[src/rtl/websocket_frame_deframer_unit_assert.svh]
// assertion macros for the websocket frame deframer
// used by the top level only, no other dependencies
`ifndef WEBSOCKET_FRAME_DEFRAMER_UNIT_ASSERT_SVH
`define WEBSOCKET_FRAME_DEFRAMER_UNIT_ASSERT_SVH

// same-cycle implication
`define WSD_ASSERT_NOW(label, clk, rst, ante, cons, msg) \
   label: assert property (@(posedge clk) disable iff (rst) (ante) |-> (cons)) \
      else $error(msg);

// next-cycle implication
`define WSD_ASSERT_NEXT(label, clk, rst, ante, cons, msg) \
   label: assert property (@(posedge clk) disable iff (rst) (ante) |=> (cons)) \
      else $error(msg);

`endif

[src/rtl/wsd_pkg.sv]
// shared types and constants for the websocket frame deframer
// no dependencies
`timescale 1ns / 1ps

package wsd_pkg;

   localparam int unsigned BYTE_W    = 8;
   localparam int unsigned LEN_W     = 63;
   localparam int unsigned KEY_W     = 32;
   localparam int unsigned RSP_TDATA_W = 80;

   localparam logic       KIND_HEADER  = 1'b0;
   localparam logic       KIND_PAYLOAD = 1'b1;

   localparam logic [6:0] LEN7_EXT16 = 7'd126;
   localparam logic [6:0] LEN7_EXT64 = 7'd127;

   localparam logic [2:0] EXT16_LAST_IDX = 3'd1;
   localparam logic [2:0] EXT64_LAST_IDX = 3'd7;
   localparam logic [2:0] KEY_LAST_IDX   = 3'd3;

   typedef enum logic [2:0] {
      PH_HDR0    = 3'd0,
      PH_HDR1    = 3'd1,
      PH_EXT16   = 3'd2,
      PH_EXT64   = 3'd3,
      PH_KEY     = 3'd4,
      PH_PAYLOAD = 3'd5
   } wsd_phase_type;

   typedef struct packed {
      logic              kind;
      logic              fin;
      logic [3:0]        opcode;
      logic              masked;
      logic [LEN_W-1:0]  frame_length;
      logic [BYTE_W-1:0] payload_byte;
      logic              last;
   } wsd_result_type;

endpackage

[src/rtl/websocket_frame_deframer_unit.sv]
// websocket frame deframer: byte stream in, frame headers and unmasked payload out
// channels: req_* carries one raw byte per transfer; rsp_* carries one result per transfer
// rsp_tuser is the result kind: 0 = decoded frame header, 1 = unmasked payload byte
// rsp_tlast marks the final result of a frame (the header itself for an empty frame)
// a header result follows the second header byte, the last extended length byte or
// the last masking key byte, whichever ends the header; other header bytes give nothing
// payload results carry fin, opcode, mask flag and length of their frame again
// an accepted byte is held in the input register, then its result in the result register
// throughput: one byte per cycle unless rsp_tready stalls, set by the combinational parser
// step between the input register and the result register
// reset (synchronous, active high) empties both registers and waits for a first header byte
// when rsp_tready is low the result holds, one more byte waits in the input register,
// then req_tready drops until the result is taken
// depends on wsd_pkg, wsd_in_stage, wsd_parser and the assertion macro header
`timescale 1ns / 1ps

`include "websocket_frame_deframer_unit_assert.svh"

module websocket_frame_deframer_unit (
   input  logic                            clock,
   input  logic                            reset,
   input  logic                            req_tvalid,
   output logic                            req_tready,
   input  logic [wsd_pkg::BYTE_W-1:0]      req_tdata,   // [7:0] stream_byte
   output logic                            rsp_tvalid,
   input  logic                            rsp_tready,
   output logic [wsd_pkg::RSP_TDATA_W-1:0] rsp_tdata,   // [0] fin, [4:1] opcode,
                                                        // [5] masked, [68:6] frame_length,
                                                        // [76:69] payload_byte, [79:77] zero
   output logic                            rsp_tuser,   // [0] kind
   output logic                            rsp_tlast    // last
);
   import wsd_pkg::*;

   logic              take;
   logic              stage_valid;
   logic [BYTE_W-1:0] stage_byte;
   wsd_result_type    result;

   wsd_in_stage u_in_stage (
      .clock       (clock),
      .reset       (reset),
      .req_tvalid  (req_tvalid),
      .req_tready  (req_tready),
      .req_tdata   (req_tdata),
      .take        (take),
      .stage_valid (stage_valid),
      .stage_byte  (stage_byte)
   );

   wsd_parser u_parser (
      .clock       (clock),
      .reset       (reset),
      .stage_valid (stage_valid),
      .stage_byte  (stage_byte),
      .take        (take),
      .rsp_ready   (rsp_tready),
      .rsp_valid   (rsp_tvalid),
      .rsp_result  (result)
   );

   assign rsp_tdata = {3'b000, result.payload_byte, result.frame_length,
                       result.masked, result.opcode, result.fin};
   assign rsp_tuser = result.kind;
   assign rsp_tlast = result.last;

   `WSD_ASSERT_NOW(a_empty_header_last, clock, reset,
      rsp_tvalid && rsp_tuser == KIND_HEADER && rsp_tlast,
      rsp_tdata[68:6] == '0, "last header result with nonzero frame length")
   `WSD_ASSERT_NOW(a_header_no_payload, clock, reset,
      rsp_tvalid && rsp_tuser == KIND_HEADER,
      rsp_tdata[76:69] == '0, "header result with nonzero payload byte")
   `WSD_ASSERT_NOW(a_payload_length, clock, reset,
      rsp_tvalid && rsp_tuser == KIND_PAYLOAD,
      rsp_tdata[68:6] != '0, "payload result in a frame of zero length")
   `WSD_ASSERT_NEXT(a_stall_blocks, clock, reset,
      rsp_tvalid && !rsp_tready && stage_valid,
      !req_tready || rsp_tvalid, "input taken while a full pipe is stalled")

endmodule

[src/rtl/wsd_in_stage.sv]
// input register stage: holds one accepted byte until the parser takes it
// depends on wsd_pkg
`timescale 1ns / 1ps

module wsd_in_stage (
   input  logic                       clock,
   input  logic                       reset,
   input  logic                       req_tvalid,
   output logic                       req_tready,
   input  logic [wsd_pkg::BYTE_W-1:0] req_tdata,
   input  logic                       take,
   output logic                       stage_valid,
   output logic [wsd_pkg::BYTE_W-1:0] stage_byte
);
   import wsd_pkg::*;

   logic              valid_ff, valid_in;
   logic [BYTE_W-1:0] byte_ff, byte_in;
   logic              accept;

   assign req_tready = !valid_ff || take;
   assign accept     = req_tvalid && req_tready;

   always_comb begin
      valid_in = valid_ff;
      byte_in  = byte_ff;
      if (accept) begin
         valid_in = 1'b1;
         byte_in  = req_tdata;
      end else if (take) begin
         valid_in = 1'b0;
      end
   end

   always_ff @(posedge clock) begin
      if (reset) begin
         valid_ff <= 1'b0;
      end else begin
         valid_ff <= valid_in;
      end
   end

   always_ff @(posedge clock) begin
      byte_ff <= byte_in;
   end

   assign stage_valid = valid_ff;
   assign stage_byte  = byte_ff;

endmodule

[src/rtl/wsd_parser.sv]
// frame parser: header state, length and key assembly, unmasking, result register
// depends on wsd_pkg
`timescale 1ns / 1ps

module wsd_parser (
   input  logic                       clock,
   input  logic                       reset,
   input  logic                       stage_valid,
   input  logic [wsd_pkg::BYTE_W-1:0] stage_byte,
   output logic                       take,
   input  logic                       rsp_ready,
   output logic                       rsp_valid,
   output wsd_pkg::wsd_result_type    rsp_result
);
   import wsd_pkg::*;

   wsd_phase_type     phase_ff, phase_in;
   logic [2:0]        count_ff, count_in;
   logic [LEN_W-1:0]  length_ff, length_in;
   logic [KEY_W-1:0]  key_ff, key_in;
   logic              mask_ff, mask_in;
   logic              fin_ff, fin_in;
   logic [3:0]        opcode_ff, opcode_in;
   logic [LEN_W-1:0]  remaining_ff, remaining_in;
   logic [1:0]        key_idx_ff, key_idx_in;
   logic              rsp_valid_ff, rsp_valid_in;
   wsd_result_type    result_ff, result_in;

   always_comb begin
      logic              emit;
      logic              hdr;
      logic              len_done;
      logic [6:0]        len7;
      logic [LEN_W-1:0]  rem_dec;
      logic [BYTE_W-1:0] key_byte;
      logic [LEN_W-1:0]  shifted;

      phase_in     = phase_ff;
      count_in     = count_ff;
      length_in    = length_ff;
      key_in       = key_ff;
      mask_in      = mask_ff;
      fin_in       = fin_ff;
      opcode_in    = opcode_ff;
      remaining_in = remaining_ff;
      key_idx_in   = key_idx_ff;
      emit         = 1'b0;
      hdr          = 1'b0;
      len_done     = 1'b0;
      len7         = stage_byte[6:0];
      shifted      = {length_ff[LEN_W-1-BYTE_W:0], stage_byte};
      rem_dec      = (remaining_ff == '0) ? '0 : remaining_ff - LEN_W'(1);
      key_byte     = key_ff[(KEY_W-1) - BYTE_W*key_idx_ff -: BYTE_W];
      result_in    = result_ff;

      take = stage_valid && (!rsp_valid_ff || rsp_ready);

      if (take) begin
         unique case (phase_ff)
            PH_HDR1: begin
               mask_in    = stage_byte[7];
               key_in     = '0;
               key_idx_in = '0;
               count_in   = '0;
               length_in  = '0;
               if (len7 == LEN7_EXT16) begin
                  phase_in = PH_EXT16;
               end else if (len7 == LEN7_EXT64) begin
                  phase_in = PH_EXT64;
               end else begin
                  length_in = LEN_W'(len7);
                  len_done  = 1'b1;
               end
            end
            PH_EXT16: begin
               length_in = shifted;
               if (count_ff >= EXT16_LAST_IDX) begin
                  len_done = 1'b1;
               end else begin
                  count_in = count_ff + 3'd1;
               end
            end
            PH_EXT64: begin
               length_in = shifted;
               if (count_ff >= EXT64_LAST_IDX) begin
                  len_done = 1'b1;
               end else begin
                  count_in = count_ff + 3'd1;
               end
            end
            PH_KEY: begin
               key_in = {key_ff[KEY_W-1-BYTE_W:0], stage_byte};
               if (count_ff >= KEY_LAST_IDX) begin
                  count_in = '0;
                  hdr      = 1'b1;
               end else begin
                  count_in = count_ff + 3'd1;
               end
            end
            PH_PAYLOAD: begin
               key_idx_in   = key_idx_ff + 2'd1;
               remaining_in = rem_dec;
               emit         = 1'b1;
               result_in.kind         = KIND_PAYLOAD;
               result_in.fin          = fin_ff;
               result_in.opcode       = opcode_ff;
               result_in.masked       = mask_ff;
               result_in.frame_length = length_ff;
               result_in.payload_byte = stage_byte ^ key_byte;
               result_in.last         = (rem_dec == '0);
               if (rem_dec == '0) begin
                  phase_in = PH_HDR0;
               end
            end
            default: begin
               fin_in    = stage_byte[7];
               opcode_in = stage_byte[3:0];
               phase_in  = PH_HDR1;
            end
         endcase

         if (len_done) begin
            count_in = '0;
            if (mask_in) begin
               phase_in = PH_KEY;
            end else begin
               hdr = 1'b1;
            end
         end

         if (hdr) begin
            emit         = 1'b1;
            remaining_in = length_in;
            key_idx_in   = '0;
            phase_in     = (length_in != '0) ? PH_PAYLOAD : PH_HDR0;
            result_in.kind         = KIND_HEADER;
            result_in.fin          = fin_in;
            result_in.opcode       = opcode_in;
            result_in.masked       = mask_in;
            result_in.frame_length = length_in;
            result_in.payload_byte = '0;
            result_in.last         = (length_in == '0);
         end
      end

      if (take) begin
         rsp_valid_in = emit;
      end else if (rsp_ready) begin
         rsp_valid_in = 1'b0;
      end else begin
         rsp_valid_in = rsp_valid_ff;
      end
   end

   always_ff @(posedge clock) begin
      if (reset) begin
         phase_ff     <= PH_HDR0;
         count_ff     <= '0;
         length_ff    <= '0;
         key_ff       <= '0;
         mask_ff      <= 1'b0;
         fin_ff       <= 1'b0;
         opcode_ff    <= '0;
         remaining_ff <= '0;
         key_idx_ff   <= '0;
         rsp_valid_ff <= 1'b0;
      end else begin
         phase_ff     <= phase_in;
         count_ff     <= count_in;
         length_ff    <= length_in;
         key_ff       <= key_in;
         mask_ff      <= mask_in;
         fin_ff       <= fin_in;
         opcode_ff    <= opcode_in;
         remaining_ff <= remaining_in;
         key_idx_ff   <= key_idx_in;
         rsp_valid_ff <= rsp_valid_in;
      end
   end

   always_ff @(posedge clock) begin
      result_ff <= result_in;
   end

   assign rsp_valid  = rsp_valid_ff;
   assign rsp_result = result_ff;

endmodule
[config.mk]
export PLATFORM = sky130hd
export DESIGN_NAME = websocket_frame_deframer_unit
export DESIGN_NICKNAME = d
export VERILOG_FILES = /design/src/rtl/wsd_pkg.sv /design/src/rtl/websocket_frame_deframer_unit.sv /design/src/rtl/wsd_in_stage.sv /design/src/rtl/wsd_parser.sv
export VERILOG_INCLUDE_DIRS = /design/src /design/src/rtl
export SDC_FILE = /design/constraint.sdc
export NUM_CORES = 1
export LEC_CHECK = 0
export BUFFER_PORTS_ARGS = -buffer_cell sky130_fd_sc_hd__buf_4
export CAP_MARGIN = 20
export CORE_MARGIN = 5
export CORE_UTILIZATION = 50
export CTS_CLUSTER_DIAMETER = 80
export DETAILED_ROUTE_END_ITERATION = 6
export PLACE_DENSITY_LB_ADDON = 0.12
export REMOVE_ABC_BUFFERS = 1
export SETUP_SLACK_MARGIN = 0.4
export SLEW_MARGIN = 10
export SYNTH_ARGS = -nofsm -noshare
export SYNTH_HDL_FRONTEND = slang
export SYNTH_SLANG_ARGS = --single-unit
[constraint.sdc]
create_clock -name clock -period 13.8 [get_ports clock]
set_input_delay 2.76 -clock clock [delete_from_list [all_inputs] [get_ports clock]]
set_output_delay 2.76 -clock clock [all_outputs]
set_load 0.02 [all_outputs]
==> load_flow_metrics.sql, run 1 <==
INSERT INTO impl_metrics (metric_group, metric, value, unit) VALUES
('power', 'pwr-share-seq', '30.1', '%'),
('critical_path', 'worstSetupStartpoint', 'rsp_tready', ''),
('grt', 'via_count_of_the_first_global_routing_pass', '11300', ''),
('sta', 'rsz0062_at_grt', 'no', ''),
('power', 'irDropWorstVdd', '161', 'uV'),
('grt', 'grtUsageTotal', '27.5', '%'),
('logic_synthesis', 'yosys_warnings', '0', ''),
('route', 'route.detailed.wl_per_inst', '22.8', 'um'),
('sta', 'setup-violations-final', '0', ''),
('route', 'wirelength', '41700', 'um'),
('power', 'swShare', '41.5', '%'),
('power', 'static-leakage-power', '0.00519', 'uW'),
('grt', 'overflow', '0', ''),
('power', 'total_power', '2900', 'uW'),
('layout', 'layout_cells_sized_above_1', '12.8', '%'),
('floorplan', 'floorplan.die_area', '29700', 'um2'),
('grt', 'grt_start_max_net_pins', '89', ''),
('logic_synthesis', 'synthCells', '1478', ''),
('floorplan', 'chip_width', '172', 'um'),
('logic_synthesis', 'synth-main-ff-cell', 'sky130_fd_sc_hd__dfxtp_1', ''),
('critical_path', 'worst-endpoint-required', '11.04', 'ns'),
('critical_path', 'critical_path.startpoint_type', 'input pin', ''),
('floorplan', 'die_height', '172', 'um'),
('critical_path', 'cp.arrival', '3.25', 'ns'),
('logic_synthesis', 'synth.ff_latch_count', '261', ''),
('clock_tree', 'clock_sink_total', '261', ''),
('route', 'drt_drc', '0', ''),
('sta', 'max_slew_margin', '26.1', '%'),
('clock_tree', 'tritoncts_buffer_count', '29', ''),
('sta', 'totalNegativeSetupSlack', '0', 'ns'),
('placement', 'post-dp-hpwl', '27000', 'um'),
('power', 'cellPowerDensity', '196', 'nW/um2'),
('critical_path', 'rr_startpoint', 'u_parser.phase_ff[0]$_SDFFE_PP0P_', ''),
('worst_hold_path', 'worst_hold_class', 'register to register', ''),
('floorplan', 'core_region_area', '26000', 'um2'),
('route', 'number_of_nets_still_failing_antenna_checks_after_routing', '0', ''),
('clock_tree', 'cts.repair.resized', '0', ''),
('grt', 'grt_first_pass_wirelength', '64900', 'um'),
('layout', 'diodes', '0', ''),
('placement', 'port_buffers', '92', ''),
('clock_tree', 'cts.repair_timing.setup_buffer_count', '0', ''),
('critical_path', 'critPathMaxStageDelay', '0.19', 'ns'),
('power', 'cellInternalPower', '1700', 'uW'),
('run_status', 'outcome', 'finished, final reports clean', ''),
('layout', 'flow.area_growth_from_synthesis', '12.6', '%'),
('sta', 'skew', '0.0135', 'ns'),
('worst_hold_path', 'holdCritStartpoint', 'u_parser.opcode_ff[0]$_SDFFE_PP0P_', ''),
('power', 'share_clk_of_total_power', '26.8', '%'),
('clock_tree', 'cts_htree_levels', '1', ''),
('route', 'via_per_inst', '6.56', ''),
('placement', 'placedCellCount', '1778', ''),
('clock_tree', 'cts_tree', 'yes', ''),
('critical_path', 'crit_slowest_cell', 'sky130_fd_sc_hd__nand3b_1', ''),
('layout', 'post_layout_nets', '1491', ''),
('route', 'drt_iter0_drc', '1319', ''),
('floorplan', 'ios', '96', ''),
('clock_tree', 'clkTransAtPathRegs', '0.06', 'ns'),
('logic_synthesis', 'synth-edff-count', '87', ''),
('logic_synthesis', 'synth_area_per_cell', '8.90', 'um2'),
('logic_synthesis', 'yosysUniqueCellTypes', '68', ''),
('sta', 'max_freq', '0.166', 'GHz'),
('sta', 'layout_worst_path_cycle_share', '43.6', '%'),
('grt', 'number_of_antenna_violations_at_the_first_check_in_global_routing', '0', ''),
('sta', 'tightestPinTransition', '1.11', 'ns'),
('clock_tree', 'buffer_depth_of_the_longest_clock_path', '3', ''),
('floorplan', 'initial_utilization', '50.6', '%'),
('clock_tree', 'cts.hold.buffers_added', '0', ''),
('sta', 'timing_max_transition_violations_final', '0', ''),
('route', 'dr_total_vias', '12000', ''),
('flow_run', 'max_cap_viol_count', '0', ''),
('logic_synthesis', 'synth_sequential_area_ratio', '46.3', '%');
[power by group through the flow]
stage | clock [uW] | combinational (uW) | sequential [uW]
global placement | 0 | 1220 | 888
global route | 825 | 1350 | 878
finish | 779 | 1250 | 874
detailed placement | 0 | 1220 | 888
CTS | 790 | 1230 | 872
floorplan | 0 | 842 | 885
[state kept, by name, summed over array words and instances, names as in the netlist]
name / cells
u_parser.count_ff: 3
u_parser.rsp_result: 79
u_parser.mask_ff: 1
u_parser.remaining_ff: 63
u_in_stage.stage_byte: 8
u_in_stage.stage_valid: 1
u_parser.phase_ff: 3
u_parser.length_ff: 63
u_parser.key_ff: 32
u_parser.key_idx_ff: 2
u_parser.fin_ff: 1
u_parser.rsp_valid: 1
u_parser.opcode_ff: 4
[layout by cell type (no fill, tap or decap), types with 5 or more instances in the layout]
cell type	n
sky130_fd_sc_hd__mux2i_1	7
sky130_fd_sc_hd__or3_1	10
sky130_fd_sc_hd__dfxtp_1	174
sky130_fd_sc_hd__nor2_1	258
sky130_fd_sc_hd__xnor2_1	21
sky130_fd_sc_hd__nor4_1	43
sky130_fd_sc_hd__nor3_1	61
sky130_fd_sc_hd__a22o_1	41
sky130_fd_sc_hd__a21oi_1	73
sky130_fd_sc_hd__a311oi_1	11
sky130_fd_sc_hd__o21a_1	5
sky130_fd_sc_hd__edfxtp_1	87
sky130_fd_sc_hd__buf_4	108
sky130_fd_sc_hd__nand2_1	60
sky130_fd_sc_hd__inv_1	12
sky130_fd_sc_hd__nand3_1	17
sky130_fd_sc_hd__o32ai_1	10
sky130_fd_sc_hd__a211oi_1	9
sky130_fd_sc_hd__clkbuf_16	29
sky130_fd_sc_hd__clkbuf_1	12
sky130_fd_sc_hd__a31oi_1	10
sky130_fd_sc_hd__and3_1	7
sky130_fd_sc_hd__ha_1	5
sky130_fd_sc_hd__o21ai_0	69
sky130_fd_sc_hd__and2_1	6
sky130_fd_sc_hd__or4_1	16
sky130_fd_sc_hd__nor4b_1	7
sky130_fd_sc_hd__a21o_1	5
sky130_fd_sc_hd__nand4_1	20
sky130_fd_sc_hd__clkinv_2	5
sky130_fd_sc_hd__mux4_2	8
sky130_fd_sc_hd__xor2_1	14
sky130_fd_sc_hd__o22ai_1	14
sky130_fd_sc_hd__nor4_2	6
sky130_fd_sc_hd__a22oi_1	172
[worst max-delay path: cells and delay by family]
kind / cells / cell delay (ns)
AND/OR/NAND/NOR: 1 / 0.19
buffers and inverters: 2 / 0.30
[worst paths after layout]
kind                                             to  cells after the start
min reg2reg       u_parser.rsp_result[73]$_DFFE_PP_                      0
max reg2reg  u_parser.remaining_ff[41]$_SDFFE_PP0P_                     13
max                                      req_tready                      3
min               u_parser.rsp_result[73]$_DFFE_PP_                      0
[cell type report]
type,count,area (um2)
multi-input combinational,1058,6470
clock inverter,13,171
fill,2377,11200
inverter,16,65.1
sequential,261,6100
timing repair buffer,108,811
tap,335,419
clock buffer,41,771
[cells in the mapped netlist (5+ instances only)]
cell	n	share of area, %
sky130_fd_sc_hd__a211oi_1	9	0.51
sky130_fd_sc_hd__or3_1	10	0.48
sky130_fd_sc_hd__nor3_1	61	2.3
sky130_fd_sc_hd__and3_1	7	0.33
sky130_fd_sc_hd__o21a_1	5	0.29
sky130_fd_sc_hd__a311oi_1	11	0.73
sky130_fd_sc_hd__nand2_1	61	1.7
sky130_fd_sc_hd__clkbuf_1	116	3.3
sky130_fd_sc_hd__a22oi_1	172	9.8
sky130_fd_sc_hd__nand4_1	20	0.95
sky130_fd_sc_hd__nand3_1	17	0.65
sky130_fd_sc_hd__xnor2_1	21	1.4
sky130_fd_sc_hd__mux4_2	8	1.4
sky130_fd_sc_hd__edfxtp_1	87	20
sky130_fd_sc_hd__buf_2	9	0.34
sky130_fd_sc_hd__dfxtp_1	174	26
sky130_fd_sc_hd__or4_1	16	0.91
sky130_fd_sc_hd__a22o_1	41	2.7
sky130_fd_sc_hd__nor4b_1	7	0.47
sky130_fd_sc_hd__o21ai_0	70	2.7
sky130_fd_sc_hd__and2_1	6	0.29
sky130_fd_sc_hd__xor2_1	14	0.93
sky130_fd_sc_hd__nor2_1	263	7.5
sky130_fd_sc_hd__mux2i_1	7	0.53
sky130_fd_sc_hd__nor4_1	43	2.0
sky130_fd_sc_hd__a21oi_1	73	2.8
sky130_fd_sc_hd__nor4_2	6	0.57
sky130_fd_sc_hd__ha_1	5	0.48
sky130_fd_sc_hd__o22ai_1	14	0.67
sky130_fd_sc_hd__a31oi_1	10	0.48
sky130_fd_sc_hd__o32ai_1	10	0.67
sky130_fd_sc_hd__a21o_1	5	0.29
sky130_fd_sc_hd__inv_1	13	0.37
sky130_fd_sc_hd__buf_1	17	0.49
[logic make-up (layout without fill, tap and decap cells)]
group / after synthesis / after routing / share of synthesized area [%]
buffers and inverters: 161 / 178 / 4.77
muxes: 19 / 19 / 2.24
AOI/OAI and AO/OA: 455 / 455 / 24.0
DFF: 261 / 261 / 46.3
and+or+nand+nor: 541 / 541 / 19.9
xor gates and xnor gates: 35 / 35 / 2.33
other: 1 / 3 / 0.0285
adders and majority gates: 5 / 5 / 0.476
[stage by stage]
stage	hold slack (ns)	worst slack (ns)	cell area [um2]	util, %
finish	0.429	7.79	14800	57.0
CTS	0.431	7.79	14800	57.0
detailed placement	0.418	7.79	13900	53.4
global placement	0.409	7.83	13900	53.4
global route	0.437	7.77	14800	57.0
floorplan	0.408	6.07	12600	-
[routing by layer]
layer  share of wire, %  global-route usage, %  wire length, um  vias to the layer above
met3                7.4                   3.89             3100                      111
met2                 46                   43.5            19100                      535
li1                   -                      -                -                     5572
met4                5.0                   12.3             2090                        0
met1                 42                   37.7            17400                     5794
met5                  0                      0                0                        -
No activity file was read; power rests on OpenSTA's default activity.
==> inputs of run 2 (changes only) <==
- clock period: 13.8 -> 5.35 ns (I/O delays scaled with it)
==> run 2 against run 1 <==
Total power grew to 2.6 times the previous value. Register-to-register slack worse by 7.7 ns. Critical path depth is 8 higher. Largest cell class unchanged. Routed wire length is 0.82% higher. Critical endpoint is now u_parser.remaining_ff[41]$_SDFFE_PP0P_. Die area stayed put. Sequential power grew to 2.6 times the previous value.
==> load_flow_metrics.sql, run 2 (synthesis results as in run 1) <==
INSERT INTO impl_metrics (metric_group, metric, value, unit) VALUES
('run_status', 'outcome', 'finished, final reports clean', ''),
('grt', 'grtUsageTotal', '27.8', '%'),
('sta', 'final_worst_slack', '1.19', 'ns'),
('layout', 'most-common-layout-cells', 'sky130_fd_sc_hd__nor2_1, sky130_fd_sc_hd__dfxtp_1, sky130_fd_sc_hd__a22oi_1, sky130_fd_sc_hd__buf_4, sky130_fd_sc_hd__edfxtp_1', ''),
('critical_path', 'critPathKind', 'register to register', ''),
('route', 'route.detailed.wl_per_inst', '22.9', 'um'),
('critical_path', 'cp.arrival', '4.59', 'ns'),
('sta', 'max_freq', '0.240', 'GHz'),
('floorplan', 'chip_width', '172', 'um'),
('clock_tree', 'cts.hold.buffers_added', '0', ''),
('route', 'firstDrtPassIters', '7', ''),
('grt', 'overflow', '0', ''),
('floorplan', 'ios', '96', ''),
('sta', 'layout_worst_path_cycle_share', '77.7', '%'),
('layout', 'flow.area_growth_from_synthesis', '12.7', '%'),
('flow_run', 'max_cap_viol_count', '0', ''),
('clock_tree', 'cts_htree_levels', '1', ''),
('clock_tree', 'clkTransAtPathRegs', '0.06', 'ns'),
('placement', 'pre_cts_slack', '1.28', 'ns'),
('layout', 'diodes', '0', ''),
('placement', 'gpl.final_weighted_congestion', '0.985', ''),
('grt', 'grt_start_max_net_pins', '116', ''),
('critical_path', 'worst-path-max-fanout', '53', ''),
('grt', 'grt_first_pass_wirelength', '65500', 'um'),
('route', 'number_of_nets_still_failing_antenna_checks_after_routing', '0', ''),
('clock_tree', 'cts.repair_timing.setup_buffer_count', '0', ''),
('sta', 'tightestPinTransition', '1.02', 'ns'),
('floorplan', 'core_region_area', '26000', 'um2'),
('route', 'drt_drc', '0', ''),
('sta', 'finalHoldViolations', '0', ''),
('clock_tree', 'tritoncts_buffer_count', '29', ''),
('floorplan', 'initial_utilization', '50.6', '%'),
('route', 'via_per_inst', '6.67', ''),
('critical_path', 'critical_path.startpoint_type', 'register', ''),
('clock_tree', 'clock_latency', '0.55', 'ns'),
('route', 'dr_total_vias', '12200', ''),
('power', 'static-leakage-power', '0.00520', 'uW'),
('power', 'irDropWorstVdd', '404', 'uV'),
('clock_tree', 'buffer_depth_of_the_longest_clock_path', '3', ''),
('layout', 'postLayoutCellArea', '14800', 'um2'),
('layout', 'layout_cells_sized_above_1', '13.3', '%'),
('critical_path', 'critPathCaptureType', 'register', ''),
('power', 'cellPowerDensity', '505', 'nW/um2'),
('clock_tree', 'clock_sink_total', '261', ''),
('layout', 'largest_register_ffs', '79', ''),
('sta', 'finalCriticalPeriod', '4.16', 'ns'),
('sta', 'setup-violations-final', '0', ''),
('floorplan', 'die_height', '172', 'um'),
('sta', 'max_slew_margin', '32.0', '%'),
('route', 'wirelength', '42100', 'um'),
('worst_hold_path', 'worst_hold_class', 'register to register', ''),
('clock_tree', 'cts_tree', 'yes', ''),
('layout', 'post_layout_nets', '1493', ''),
('grt', 'via_count_of_the_first_global_routing_pass', '11200', ''),
('clock_tree', 'cts-root-buf', 'sky130_fd_sc_hd__clkbuf_16', ''),
('layout', 'mostFrequentLayoutCell', 'sky130_fd_sc_hd__nor2_1', ''),
('grt', 'number_of_antenna_violations_at_the_first_check_in_global_routing', '0', ''),
('floorplan', 'floorplan.die_area', '29700', 'um2'),
('route', 'drt_iter0_drc', '1594', ''),
('sta', 'rsz0062_at_grt', 'no', ''),
('sta', 'skew', '0.0209', 'ns'),
('placement', 'port_buffers', '92', ''),
('critical_path', 'worst-endpoint-required', '5.78', 'ns'),
('placement', 'post-dp-hpwl', '27800', 'um'),
('sta', 'timing_max_transition_violations_final', '0', ''),
('clock_tree', 'cts.repair.resized', '0', ''),
('placement', 'placedInstanceArea', '13900', 'um2'),
('floorplan', 'num_rows', '59', '');
run 2: cell types whose count changed in the layout (fill, tap and decap cells not counted), sizes merged:
cell,before,now
clkinv,8,13
clkinvlp,1,3
bufinv,4,3
inv,16,15
clkbuf,41,35
buf,108,110
run 2: final timing paths:
path / end / from / slack, ns / cells after the start
setup reg to reg: u_parser.remaining_ff[41]$_SDFFE_PP0P_ / u_parser.remaining_ff[0]$_SDFFE_PP0P_ / 1.19 / 11
setup / recovery: u_parser.remaining_ff[41]$_SDFFE_PP0P_ / u_parser.remaining_ff[0]$_SDFFE_PP0P_ / 1.19 / 11
hold reg to reg: u_parser.rsp_result[75]$_DFFE_PP_ / u_parser.opcode_ff[2]$_SDFFE_PP0P_ / 0.43 / 0
hold / removal: u_parser.rsp_result[75]$_DFFE_PP_ / u_parser.opcode_ff[2]$_SDFFE_PP0P_ / 0.43 / 0
run 2: critical path, cell delays in order, from the launching register on:
cell                      delay [ns]
sky130_fd_sc_hd__dfxtp_1        0.37
sky130_fd_sc_hd__inv_1          0.08
sky130_fd_sc_hd__ha_1           0.25
sky130_fd_sc_hd__nor3b_2        0.40
sky130_fd_sc_hd__nand4_2        0.34
sky130_fd_sc_hd__nor3_2         0.72
sky130_fd_sc_hd__nand3_1        0.64
sky130_fd_sc_hd__nand2_1        0.22
sky130_fd_sc_hd__buf_4          0.51
sky130_fd_sc_hd__o21ai_0        0.19
sky130_fd_sc_hd__a22oi_1        0.23
sky130_fd_sc_hd__nor2_1         0.06
run 2: area by class of cell:
| type | count | area, um2 |
|---|---|---|
| clock inverter | 18 | 181 |
| clock buffer | 35 | 758 |
| fill | 2400 | 11200 |
| tap | 335 | 419 |
| multi-input combinational | 1058 | 6470 |
| timing repair buffer | 110 | 833 |
| inverter | 16 | 65.1 |
| sequential | 261 | 6100 |
run 2: stage by stage:
step                      TNS (ns)  hold WS, ns  power [uW]  utilization, %  std cells
after floorplan            -303.95        0.408        4460               -       1335
after global placement           0        0.416        5410            53.4       1779
after detailed placement         0        0.419        5400            53.4       1779
after CTS                        0        0.431        7390            57.0       1832
after global routing             0        0.440        7880            57.1       1833
final                            0        0.426        7490            57.1       1833
run 2: per-layer routing:
layer  vias up  global-route usage (%)  part of all wire [%]
met4         0                    10.4                   4.1
met5         -                       0                     0
met3        92                    3.02                   7.7
met1      5957                    38.5                    41
li1       5574                       -                     -
met2       595                    45.1                    47
run 2: power by group:
part	internal [uW]	total [uW]	switching (uW)	leakage (uW)
clock network	1160	1980	825	0.000460
logic	1060	3250	2180	0.00251
registers	2140	2260	118	0.00223
==> inputs of run 3 (changes only) <==
- clock period: 5.35 -> 3.45 ns (I/O delays scaled with it)
==> run 3 against run 2 <==
Global-route usage grew 1.5 points. Routed wire length grew 6.7%. Via count grew 3.2%. Final cell count grew 4.0%. Critical path depth shrank 2. Clock skew shrank 0.0069 ns. Total power grew 69%. Design area grew 6.6%. Highest routed layer unchanged. The flow now finishes with violations (design-rule violations). Utilization grew 3.8 points. Maximum frequency grew 30%.
==> load_flow_metrics.sql, run 3 (synthesis results as in run 1) <==
INSERT INTO impl_metrics (metric_group, metric, value, unit) VALUES
('grt', 'number_of_antenna_violations_at_the_first_check_in_global_routing', '0', ''),
('route', 'drt_iter0_drc', '1403', ''),
('worst_hold_path', 'worst_hold_class', 'input pin to register', ''),
('sta', 'max_freq', '0.313', 'GHz'),
('power', 'static-leakage-power', '0.00570', 'uW'),
('layout', 'mostFrequentLayoutCell', 'sky130_fd_sc_hd__nor2_1', ''),
('clock_tree', 'cts_htree_levels', '1', ''),
('clock_tree', 'tritoncts_buffer_count', '28', ''),
('placement', 'placedCellCount', '1839', ''),
('floorplan', 'chip_width', '172', 'um'),
('layout', 'layout_cells_sized_above_1', '19.2', '%'),
('layout', 'finalNonFillerCells', '1906', ''),
('critical_path', 'worst-path-max-fanout', '3', ''),
('sta', 'finalHoldViolations', '0', ''),
('grt', 'grtUsageTotal', '29.2', '%'),
('sta', 'timing_max_transition_violations_final', '0', ''),
('grt', 'grt_first_pass_wirelength', '68200', 'um'),
('placement', 'gpl.final_weighted_congestion', '0.983', ''),
('sta', 'tightestPinTransition', '0.781', 'ns'),
('floorplan', 'floorplan.die_area', '29700', 'um2'),
('sta', 'worst_hold_slack', '0.312', 'ns'),
('clock_tree', 'buffer_depth_of_the_longest_clock_path', '3', ''),
('critical_path', 'worstSetupStartpoint', 'u_parser.remaining_ff[13]$_SDFFE_PP0P_', ''),
('floorplan', 'die_height', '172', 'um'),
('worst_hold_path', 'holdCritStartpoint', 'req_tdata[4]', ''),
('run_status', 'violations_in_the_final_reports', 'design-rule violations', ''),
('route', 'firstDrtPassIters', '7', ''),
('critical_path', 'critPathKind', 'register to register', ''),
('layout', 'most-common-layout-cells', 'sky130_fd_sc_hd__nor2_1, sky130_fd_sc_hd__a22oi_1, sky130_fd_sc_hd__buf_4, sky130_fd_sc_hd__dfxtp_1, sky130_fd_sc_hd__edfxtp_1', ''),
('layout', 'flow.area_growth_from_synthesis', '20.2', '%'),
('critical_path', 'critPathCaptureType', 'register', ''),
('floorplan', 'ios', '96', ''),
('grt', 'via_count_of_the_first_global_routing_pass', '11600', ''),
('grt', 'grt_start_max_net_pins', '65', ''),
('floorplan', 'num_rows', '59', ''),
('layout', 'post_layout_nets', '1566', ''),
('critical_path', 'rr_startpoint', 'u_parser.remaining_ff[13]$_SDFFE_PP0P_', ''),
('layout', 'layout.core_utilization', '60.8', '%'),
('clock_tree', 'clock_latency', '0.56', 'ns'),
('sta', 'totalNegativeSetupSlack', '0', 'ns'),
('floorplan', 'core_region_area', '26000', 'um2'),
('route', 'wirelength', '44900', 'um'),
('sta', 'finalCriticalPeriod', '3.20', 'ns'),
('floorplan', 'initial_utilization', '50.6', '%'),
('route', 'number_of_nets_still_failing_antenna_checks_after_routing', '0', ''),
('critical_path', 'critical_path.startpoint_type', 'register', ''),
('clock_tree', 'clock_sink_total', '261', ''),
('route', 'dr_total_vias', '12600', ''),
('run_status', 'outcome', 'finished with violations', ''),
('clock_tree', 'cts-root-buf', 'sky130_fd_sc_hd__clkbuf_16', ''),
('sta', 'rsz0062_at_grt', 'yes', ''),
('layout', 'layout.area.seq', '6110', 'um2'),
('sta', 'skew', '0.0141', 'ns'),
('power', 'cellPowerDensity', '799', 'nW/um2'),
('clock_tree', 'cts.hold.buffers_added', '0', ''),
('clock_tree', 'cts_tree', 'yes', ''),
('sta', 'max_slew_margin', '47.9', '%'),
('route', 'route.detailed.wl_per_inst', '23.5', 'um'),
('flow_run', 'max_cap_viol_count', '0', ''),
('sta', 'layout_worst_path_cycle_share', '92.7', '%'),
('sta', 'setup-violations-final', '0', ''),
('layout', 'diodes', '0', ''),
('placement', 'port_buffers', '92', ''),
('clock_tree', 'clkTransAtPathRegs', '0.06', 'ns'),
('power', 'irDropWorstVdd', '930', 'uV'),
('placement', 'post-dp-hpwl', '30300', 'um'),
('layout', 'final.fill_count', '2270', ''),
('critical_path', 'worst-endpoint-required', '3.87', 'ns'),
('route', 'drt_drc', '2', ''),
('layout', 'multi_input_comb_area', '6710', 'um2'),
('route', 'via_per_inst', '6.62', ''),
('layout', 'largest_register_ffs', '79', ''),
('critical_path', 'cp.arrival', '3.62', 'ns'),
('grt', 'overflow', '0', '');
==> run 3: worst paths after layout <==
path	slack, ns	depth (start not counted)	end
hold / removal	0.31	1	u_in_stage.stage_byte[4]$_DFFE_PP_
setup reg to reg	0.25	9	u_parser.rsp_result[0]$_DFFE_PP_
setup / recovery	0.25	9	u_parser.rsp_result[0]$_DFFE_PP_
hold reg to reg	0.43	0	u_parser.rsp_result[76]$_DFFE_PP_
==> run 3: routing by layer <==
layer | share of wire [%] | global-route usage, % | vias up
met1 | 41 | 39.9 | 6095
met3 | 7.3 | 4.18 | 138
met2 | 46 | 45.7 | 653
met5 | 0 | 0 | -
li1 | - | - | 5725
met4 | 5.8 | 14.4 | 0
==> run 3: worst max-delay path: stages (launching register included) <==
cell	delay (ns)
sky130_fd_sc_hd__dfxtp_4	0.35
sky130_fd_sc_hd__or4_4	0.54
sky130_fd_sc_hd__or4_4	0.49
sky130_fd_sc_hd__or4_4	0.54
sky130_fd_sc_hd__nor4_4	0.13
sky130_fd_sc_hd__nand4_1	0.20
sky130_fd_sc_hd__nor4_4	0.24
sky130_fd_sc_hd__nand3_1	0.17
sky130_fd_sc_hd__a22oi_2	0.24
sky130_fd_sc_hd__and2b_1	0.16
==> run 3: timing repair <==
item,CTS,global route
endpoints found under the setup margin,11,86
pin swaps,5,8
gates resized for setup,23,31
cloned,0,1
buffers inserted,6,8
==> run 3: through the flow <==
stage	setup WS, ns	area [um2]	power [uW]
after global placement	0.145	14400	8960
final	0.252	15800	12600
after CTS	0.332	15600	12300
after floorplan	-4.22	12600	6910
after detailed placement	0.0823	14400	8960
after global routing	0.169	15800	13300
==> run 3: report_power, final <==
part / internal (uW) / switching [uW]
clock network: 1900 / 1290
logic: 2270 / 3700
registers: 3320 / 153
==> run 3: final cells by class <==
| type | instances | share of cell area [%] |
|---|---|---|
| clock inverter | 16 | 1.23 |
| clock buffer | 36 | 4.95 |
| timing repair buffer | 184 | 9.63 |
| tap | 335 | 2.65 |
| sequential | 261 | 38.6 |
| multi-input combinational | 1058 | 42.5 |
| inverter | 16 | 0.459 |
